File: config.mk
export PLATFORM = sky130hd
export DESIGN_NAME = lpdt_ctrl
export DESIGN_NICKNAME = d
export VERILOG_FILES = /design/src/rtl/lpdt_pkg.sv /design/src/rtl/lpdt_ctrl.sv
export SDC_FILE = /design/constraint.sdc
export NUM_CORES = 1
export LEC_CHECK = 0
export BUFFER_PORTS_ARGS = -buffer_cell sky130_fd_sc_hd__buf_4
export CELL_PAD_IN_SITES_DETAIL_PLACEMENT = 0
export CELL_PAD_IN_SITES_GLOBAL_PLACEMENT = 1
export CORE_ASPECT_RATIO = 1.1
export CORE_MARGIN = 4
export CORE_UTILIZATION = 26
export CTS_BUF_LIST = sky130_fd_sc_hd__clkbuf_8
export CTS_CLUSTER_SIZE = 28
export DETAILED_ROUTE_END_ITERATION = 16
export PLACE_DENSITY_LB_ADDON = 0.1
export SYNTH_ARGS = -nofsm -noshare
export SYNTH_HDL_FRONTEND = slang
export SYNTH_SLANG_ARGS = --single-unit
File: constraint.sdc
create_clock -name clk_i -period 1.4 [get_ports clk_i]
set_input_delay 0.14 -clock clk_i [delete_from_list [all_inputs] [get_ports clk_i]]
set_output_delay 0.14 -clock clk_i [all_outputs]
set_load 0.02 [all_outputs]
File: src/rtl/lpdt_pkg.sv
// Shared types and constants for the linear-probe define table.
`timescale 1ns / 1ps
package lpdt_pkg;

  localparam int KEY_W     = 32;
  localparam int NAME_ID_W = 16;
  localparam int STATUS_W  = 2;
  localparam int HANDLE_W  = 9;

  // Handles are the define index offset by this base; zero means none.
  localparam int HANDLE_BASE = 4;

  localparam logic [STATUS_W-1:0] ST_HIT  = 2'd0;
  localparam logic [STATUS_W-1:0] ST_MISS = 2'd1;
  localparam logic [STATUS_W-1:0] ST_DUP  = 2'd2;
  localparam logic [STATUS_W-1:0] ST_FULL = 2'd3;

  // Source of the result handle.
  typedef enum logic [1:0] {
    RES_NONE,   // zero
    RES_NEW,    // entry just allocated
    RES_SLOT    // entry referenced by the slot just read
  } res_sel_e;

  typedef struct packed {
    logic                load_item;
    logic                clear;
    logic                rd_slot;
    logic                rd_name;
    logic                step;
    logic                insert;
    logic                res_load;
    logic [STATUS_W-1:0] res_status;
    res_sel_e            res_sel;
  } cmd_t;

  typedef struct packed {
    logic is_insert;
    logic key_zero;
    logic slot_empty;
    logic key_match;
    logic name_match;
    logic entry_avail;
    logic last_probe;
    logic last_slot;
  } sts_t;

endpackage

File: src/rtl/lpdt_ctrl.sv
// Controller: clearing pass, probe sequencing, result handshake.
`timescale 1ns / 1ps
module lpdt_ctrl import lpdt_pkg::*; (
  input  logic clk_i,
  input  logic rst_ni,
  input  logic in_valid_i,
  output logic in_ready_o,
  output logic out_valid_o,
  input  logic out_ready_i,
  input  sts_t sts_i,
  output cmd_t cmd_o
);

  localparam logic [2:0] S_CLEAR    = 3'd0;
  localparam logic [2:0] S_IDLE     = 3'd1;
  localparam logic [2:0] S_START    = 3'd2;
  localparam logic [2:0] S_CHK_SLOT = 3'd3;
  localparam logic [2:0] S_CHK_NAME = 3'd4;

  logic [2:0] state_q, state_d;
  logic       out_valid_q, out_valid_d;
  logic       out_free;

  assign out_free = !out_valid_q || out_ready_i;

  always_comb begin
    state_d = state_q;
    cmd_o   = '0;
    case (state_q)
      S_CLEAR: begin
        cmd_o.clear = 1'b1;
        if (sts_i.last_slot) state_d = S_IDLE;
      end
      S_IDLE: begin
        if (in_valid_i) begin
          cmd_o.load_item = 1'b1;
          state_d         = S_START;
        end
      end
      S_START: begin
        if (sts_i.key_zero) begin
          if (out_free) begin
            cmd_o.res_load   = 1'b1;
            cmd_o.res_status = ST_MISS;
            cmd_o.res_sel    = RES_NONE;
            state_d          = S_IDLE;
          end
        end else begin
          cmd_o.rd_slot = 1'b1;
          state_d       = S_CHK_SLOT;
        end
      end
      S_CHK_SLOT: begin
        if (sts_i.slot_empty) begin
          if (out_free) begin
            cmd_o.res_load = 1'b1;
            cmd_o.res_sel  = RES_NONE;
            state_d        = S_IDLE;
            if (!sts_i.is_insert) begin
              cmd_o.res_status = ST_MISS;
            end else if (sts_i.entry_avail) begin
              cmd_o.insert     = 1'b1;
              cmd_o.res_status = ST_HIT;
              cmd_o.res_sel    = RES_NEW;
            end else begin
              cmd_o.res_status = ST_FULL;
            end
          end
        end else if (sts_i.key_match) begin
          cmd_o.rd_name = 1'b1;
          state_d       = S_CHK_NAME;
        end else if (sts_i.last_probe) begin
          if (out_free) begin
            cmd_o.res_load   = 1'b1;
            cmd_o.res_status = ST_FULL;
            state_d          = S_IDLE;
          end
        end else begin
          cmd_o.step = 1'b1;
          state_d    = S_START;
        end
      end
      S_CHK_NAME: begin
        if (sts_i.name_match) begin
          if (out_free) begin
            cmd_o.res_load = 1'b1;
            state_d        = S_IDLE;
            if (sts_i.is_insert) begin
              cmd_o.res_status = ST_DUP;
              cmd_o.res_sel    = RES_NONE;
            end else begin
              cmd_o.res_status = ST_HIT;
              cmd_o.res_sel    = RES_SLOT;
            end
          end
        end else if (sts_i.last_probe) begin
          if (out_free) begin
            cmd_o.res_load   = 1'b1;
            cmd_o.res_status = ST_FULL;
            state_d          = S_IDLE;
          end
        end else begin
          cmd_o.step = 1'b1;
          state_d    = S_START;
        end
      end
      default: state_d = S_IDLE;
    endcase
  end

  assign out_valid_d = cmd_o.res_load || (out_valid_q && !out_ready_i);

  always_ff @(posedge clk_i or negedge rst_ni) begin
    if (!rst_ni) begin
      state_q     <= S_CLEAR;
      out_valid_q <= 1'b0;
    end else begin
      state_q     <= state_d;
      out_valid_q <= out_valid_d;
    end
  end

  assign in_ready_o  = (state_q == S_IDLE);
  assign out_valid_o = out_valid_q;

endmodule

==> results of run 1 <==
==> kinds of logic (layout without fill, tap and decap cells) <==
logic type / Yosys count / count (layout) / share of synthesized area [%]
AND/OR/NAND/NOR: 30 / 30 / 37.39
AO/OA/AOI/OAI: 18 / 18 / 26.67
buffers and inverters: 8 / 51 / 12.75
flip-flops: 4 / 4 / 23.19
==> layout make-up <==
class / instances / area, um^2 / share of cell area [%]
multi-input cells: 48 / 382.9 / 41.13
flip-flops and latches: 4 / 100.1 / 10.75
inverters: 4 / 15.01 / 1.613
clock buffers: 3 / 41.29 / 4.435
well taps: 17 / 21.27 / 2.285
repair buffers: 44 / 370.4 / 39.78
==> timing repair <==
| item | 4_1_cts | 5_1_grt |
|---|---|---|
| setup buffers | 2 | 3 |
| hold endpoints to repair | 4 | 0 |
| hold buffers | 1 | 0 |
| endpoints found under the setup margin | 11 | 11 |
| gates resized for setup | 11 | 14 |
| pin swaps | 7 | 10 |
==> cell usage after synthesis, drive strengths merged (2+ instances only) <==
cell type	instances
a21oi	6
a22oi	2
buf	3
dfrtp	4
inv	4
nand2	3
nand2b	2
nand3	3
nor2	6
nor2b	2
nor3	7
nor4	2
o21ai	4
==> per-layer routing <==
metal | vias up | share of wire, % | track usage [%]
li1 | 306 | - | -
met1 | 269 | 38 | 13.36
met2 | 19 | 54 | 23.30
met3 | 4 | 5.0 | 2.151
met4 | 0 | 2.8 | 9.677
met5 | - | 0 | 0
==> how the worst max path moves through the flow <==
| stage | from | slack [ns] | end | depth (start not counted) |
|---|---|---|---|---|
| after floorplan | state_q[1]$_DFFE_PN0P_ | -0.11 | cmd_o[3] | 5 |
| after global placement | state_q[0]$_DFFE_PN0P_ | -0.08 | cmd_o[6] | 4 |
| after detailed placement | state_q[0]$_DFFE_PN0P_ | -0.09 | cmd_o[3] | 5 |
| after CTS | state_q[1]$_DFFE_PN0P_ | -0.29 | cmd_o[6] | 4 |
| after global routing | state_q[2]$_DFFE_PN0P_ | -0.34 | cmd_o[6] | 4 |
| final | state_q[2]$_DFFE_PN0P_ | -0.27 | cmd_o[6] | 4 |
==> state kept, by name, indices dropped and copies added, names as in the netlist <==
signal / count
state_q: 3
out_valid_o: 1
==> layout by cell type, fill, tap and decap left out <==
cell type       n
buf_4          33
buf_6          10
nor2_1          4
a21oi_1         4
dfrtp_1         4
inv_1           3
nor3_1          3
nand2_1         3
nand3_1         3
nor3_2          3
clkbuf_8        3
nand2b_1        2
o21ai_0         2
o21ai_2         2
nor2b_1         1
or3b_4          1
nor2_4          1
nand3b_1        1
a21oi_2         1
a22oi_1         1
nor2_2          1
a22oi_2         1
inv_2           1
nor3_4          1
or2_4           1
or3_4           1
a21oi_4         1
and2b_2         1
nor2b_4         1
nor4_4          1
o311ai_0        1
o31ai_2         1
nor4_1          1
o32ai_2         1
a211o_2         1
o21a_1          1
a21o_1          1
dlygate4sd3_1   1
==> critical path, cell delays in order, from the launching register on <==
cell and delay, ns:
dfrtp_1 0.39, nand3b_1 0.26, or3_4 0.39, a21oi_4 0.15
buf_6 0.12
==> power by group <==
part	switching [mW]	internal, mW	leakage (nW)
registers	0.0231	0.156	0.0517
logic	0.451	0.440	0.357
clock network	0.0518	0.183	0.0216
==> flow_metrics.py, run 1 <==
metrics = {
    "sta": {
        "hold_viol_final": 0,
        "setup_viol_count_final": 9,
        "worst_slack_ns": -0.2653,
        "finalCritPeriodShare_pct": 119.0,
        "maxSlewHeadroom_pct": 72.96,
        "tns_ns": -1.535,
        "worst_slew_pin_slew_ns": 0.4005,
        "hold_ws_ns": 0.1895,
        "rsz0062_at_grt": "yes",
        "slew_violations": 0,
        "skew_ns": 0.0007592,
        "period_needed_ns": 1.665,
        "timing.fmax_ghz": 0.6005,
    },
    "yosys": {
        "yosysTopAreaCell": "dfrtp_1",
        "synth_seq_area_share_pct": 23.19,
        "syn_inst": 60,
        "synth_warnings": 0,
        "ys_types": 26,
        "postSynthAreaPerCell_um2": 7.194,
        "syn_nets": 72,
        "synth.ff_latch_count": 4,
        "ys_async_sr_fraction_pct": 100.0,
        "ys_top_cells_by_area": "dfrtp_1 23%, nor3_1 8.1%, a21oi_1 7.0%",
        "synthesis.area_um2": 431.7,
        "yosys.area.top_type_share_pct": 23.19,
        "synth_enable_flop_cells": 0,
        "yosys_most_used_dff": "dfrtp_1",
    },
    "setup_path": {
        "regToRegStartpoint": "state_q[0]$_DFFE_PN0P_",
        "crit_arrival_ns": 1.53,
        "rr_endpoint": "state_q[1]$_DFFE_PN0P_",
        "critPathRequiredTime_ns": 1.26,
        "start_kind": "flop",
        "reg2reg_depth": 5,
        "reg2reg_slack_ns": -0.09,
        "crit_path_max_fanout": 4,
        "path_class": "flop to output port",
        "end_kind": "output port",
    },
    "clock_tree": {
        "cts_root_buf": "clkbuf_8",
        "h-tree-depth": 1,
        "ctsLongestPathBuffers": 2,
        "numCtsBuffers": 3,
        "clk_latency_ns": 0.21,
        "cts_tree": "done",
        "cts_sinks": 4,
        "path_clk_slew_ns": 0.03,
    },
    "route": {
        "drtAntennaViolNets": 0,
        "drt_iter0_drc": 6,
        "drt_wl_total_mm": 1.477,
        "wire_per_inst_um": 12.31,
        "drc": 0,
        "via_count": 598,
        "first_pass_iters": 4,
        "via_per_inst": 4.983,
    },
    "run_status": {
        "violations": "negative setup slack",
        "status": "finished, violations left",
    },
    "finish": {
        "antenna_cells": 0,
        "fillers": 154,
        "drive_gt1_share_pct": 65.05,
        "layout.cells.non_filler": 120,
        "syn2layout_area_growth_pct": 115.7,
        "post-route-cell-area_um2": 930.9,
        "postLayoutCoreUtil_pct": 59.05,
        "nets": 117,
    },
    "floorplan": {
        "die_h_um": 50.74,
        "initial_utilization_pct": 27.38,
        "die_w_um": 46.85,
        "fp-row-count": 15,
        "core_area_mm2": 0.001577,
        "io_pins": 25,
        "dieArea_mm2": 0.002377,
    },
    "global_routing": {
        "grt.total_usage_pct": 13.36,
        "antenna_found_initial": 0,
        "grt_overflow": 0,
        "grt_max_degree": 10,
        "grt_pass1_wl_mm": 2.263,
        "grt_pass1_vias": 596,
    },
    "hold_path": {
        "min_to": "state_q[0]$_DFFE_PN0P_",
        "hp-class": "input pin to flop",
        "hold_start": "sts_i[0]",
        "min_path_cells": 3,
    },
    "placed_design": {
        "dp_hpwl_mm": 1.139,
        "place.gp.congestion": 0.7399,
        "dp_cells": 113,
        "place_ws_ns": -0.09305,
        "io_buffers": 24,
        "placed_cell_area_um2": 745.7,
    },
    "job": {
        "drv_cap": 0,
    },
    "pwr": {
        "leakage_nw": 0.4305,
        "p_total_mw": 1.305,
        "power_density_mw_per_mm2": 1402,
        "ir_drop_v": 0.0007266,
    },
}
Note: power is estimated with default switching activity, not from simulation.
==> inputs of run 2 (changes only) <==
- CORE_UTILIZATION: 26 -> 29
- clock period: 1.4 -> 1.8 ns (I/O delays scaled with it)
==> run 2 against run 1 <==
  * The run now ends clean
  * Routed wire length is 13% lower
  * Register-to-register slack better by 0.39 ns
  * Worst setup slack better by 0.30 ns
  * Critical path depth stayed put
  * Critical endpoint unchanged
  * Highest routed layer unchanged
==> flow_metrics.py, run 2 (synthesis results as in run 1) <==
metrics = {
    "finish": {
        "syn2layout_area_growth_pct": 66.67,
        "largest_reg_flops": 3,
        "final_cell_mix": "31 x buf_4, 6 x nor3_1, 5 x nor2_1, 4 x inv_1, 4 x a21oi_1",
        "drive_gt1_share_pct": 47.25,
        "regMostFlops": "state_q",
        "mostFrequentLayoutCell": "buf_4",
        "antenna_cells": 0,
        "post-route-cell-area_um2": 719.4,
        "fillers": 153,
        "multiInputGateArea_um2": 299.0,
        "layout.cells.non_filler": 107,
        "seqCellArea_um2": 101.3,
        "nets": 105,
    },
    "clock_tree": {
        "h-tree-depth": 1,
        "numCtsBuffers": 3,
        "ctsLongestPathBuffers": 2,
        "cts_root_buf": "clkbuf_8",
        "cts_sinks": 4,
        "clk_latency_ns": 0.22,
        "path_clk_slew_ns": 0.03,
        "cts_tree": "done",
    },
    "setup_path": {
        "crit_path_max_fanout": 5,
        "path_class": "flop to output port",
        "crit_arrival_ns": 1.59,
        "start_kind": "flop",
        "critPathRequiredTime_ns": 1.62,
        "end_kind": "output port",
    },
    "pwr": {
        "power_density_mw_per_mm2": 1189,
        "power_frac_clock_pct": 22.2,
        "leakage_nw": 0.3455,
        "p_int_mw": 0.5034,
        "pwr-share-comb_pct": 60.7,
        "ir_drop_v": 0.0003994,
        "net-switching-power_mw": 0.3517,
        "p_seq_share_pct": 17.1,
        "swShare_pct": 41.13,
    },
    "route": {
        "first_pass_iters": 4,
        "wire_per_inst_um": 12.02,
        "drtAntennaViolNets": 0,
        "drt_wl_total_mm": 1.286,
        "drt_iter0_drc": 13,
        "drc": 0,
        "via_count": 546,
        "via_per_inst": 5.103,
    },
    "global_routing": {
        "grt_pass1_vias": 511,
        "grt.total_usage_pct": 13.58,
        "antenna_found_initial": 0,
        "grt_max_degree": 9,
        "grt_pass1_wl_mm": 2.180,
        "grt_overflow": 0,
    },
    "floorplan": {
        "initial_utilization_pct": 31.19,
        "core_area_mm2": 0.001384,
        "fp-row-count": 14,
        "die_w_um": 44.79,
        "dieArea_mm2": 0.002171,
        "die_h_um": 48.47,
        "io_pins": 25,
    },
    "sta": {
        "skew_ns": 0.0006752,
        "tns_ns": 0,
        "finalCritPeriodShare_pct": 98.16,
        "slew_violations": 0,
        "worst_slew_pin_slew_ns": 0.3412,
        "hold_viol_final": 0,
        "rsz0062_at_grt": "yes",
        "period_needed_ns": 1.767,
        "setup_viol_count_final": 0,
        "maxSlewHeadroom_pct": 76.96,
        "timing.fmax_ghz": 0.5659,
    },
    "placed_design": {
        "placed_cell_area_um2": 636.9,
        "io_buffers": 24,
        "dp_cells": 102,
        "dp_hpwl_mm": 1.047,
        "place.gp.congestion": 0.7558,
    },
    "hold_path": {
        "hp-class": "input pin to flop",
    },
    "run_status": {
        "status": "completed",
    },
    "job": {
        "drv_cap": 0,
    },
}
==> run 2: area by class of cell <==
type	count	share of cell area [%]
clock buffers	3	5.739
repair buffers	32	33.74
well taps	16	2.783
inverters	4	2.087
flip-flops and latches	4	14.09
multi-input cells	48	41.57
==> run 2: worst max-delay path, cell delays in order (launching register included) <==
cell	delay [ns]
dfrtp_2	0.40
or3b_4	0.44
or2_4	0.27
a21oi_2	0.11
buf_4	0.14
==> run 2: through the flow <==
step	power [mW]	worst slack (ns)	hold WS [ns]	util (%)
6_report	0.8551	0.03304	0.2142	51.99
5_1_grt	0.9213	-0.02656	0.2174	51.99
4_1_cts	0.8403	0.003415	0.2103	50.27
3_5_place_dp	0.6383	0.1508	-0.02178	46.02
3_3_place_gp	0.6382	0.1946	-0.02151	46.02
2_1_floorplan	0.4685	0.03109	-0.1156	-
==> run 2: power groups by stage <==
stage	clock network, mW	logic (mW)	registers, mW
2_1_floorplan	0	0.319	0.150
3_3_place_gp	0	0.486	0.153
3_5_place_dp	0	0.484	0.154
4_1_cts	0.196	0.491	0.153
5_1_grt	0.204	0.565	0.153
6_report	0.190	0.519	0.146
==> run 2: repair_timing <==
action,4_1_cts,5_1_grt
buffers inserted,0,1
setup endpoints to repair,2,4
pin swaps,0,3
resized for setup,2,7
endpoints found under the hold margin,4,0
hold buffers,1,0
==> run 2: per-layer routing <==
metal	part of all wire, %	wire length, um	GRT usage, %
met1	38	491	15.38
met2	51	652	21.53
met5	0	0	0
met4	2.3	30	10.24
met3	8.7	112	2.593
==> run 2: worst paths after layout <==
path                                             start                     end  slack [ns]  cells past startpoint
worst max-delay path            state_q[0]$_DFFE_PN0P_                cmd_o[6]        0.03                      4
worst min-delay path                          sts_i[0]  state_q[0]$_DFFE_PN0P_        0.21                      3
worst max register to register  state_q[0]$_DFFE_PN0P_  state_q[1]$_DFFE_PN0P_        0.30                      4
worst min register to register   out_valid_o$_DFF_PN0_   out_valid_o$_DFF_PN0_        0.56                      2
max in group asynchronous                       rst_ni  state_q[0]$_DFFE_PN0P_        1.38                      2
min in group asynchronous                       rst_ni  state_q[1]$_DFFE_PN0P_        0.31                      2
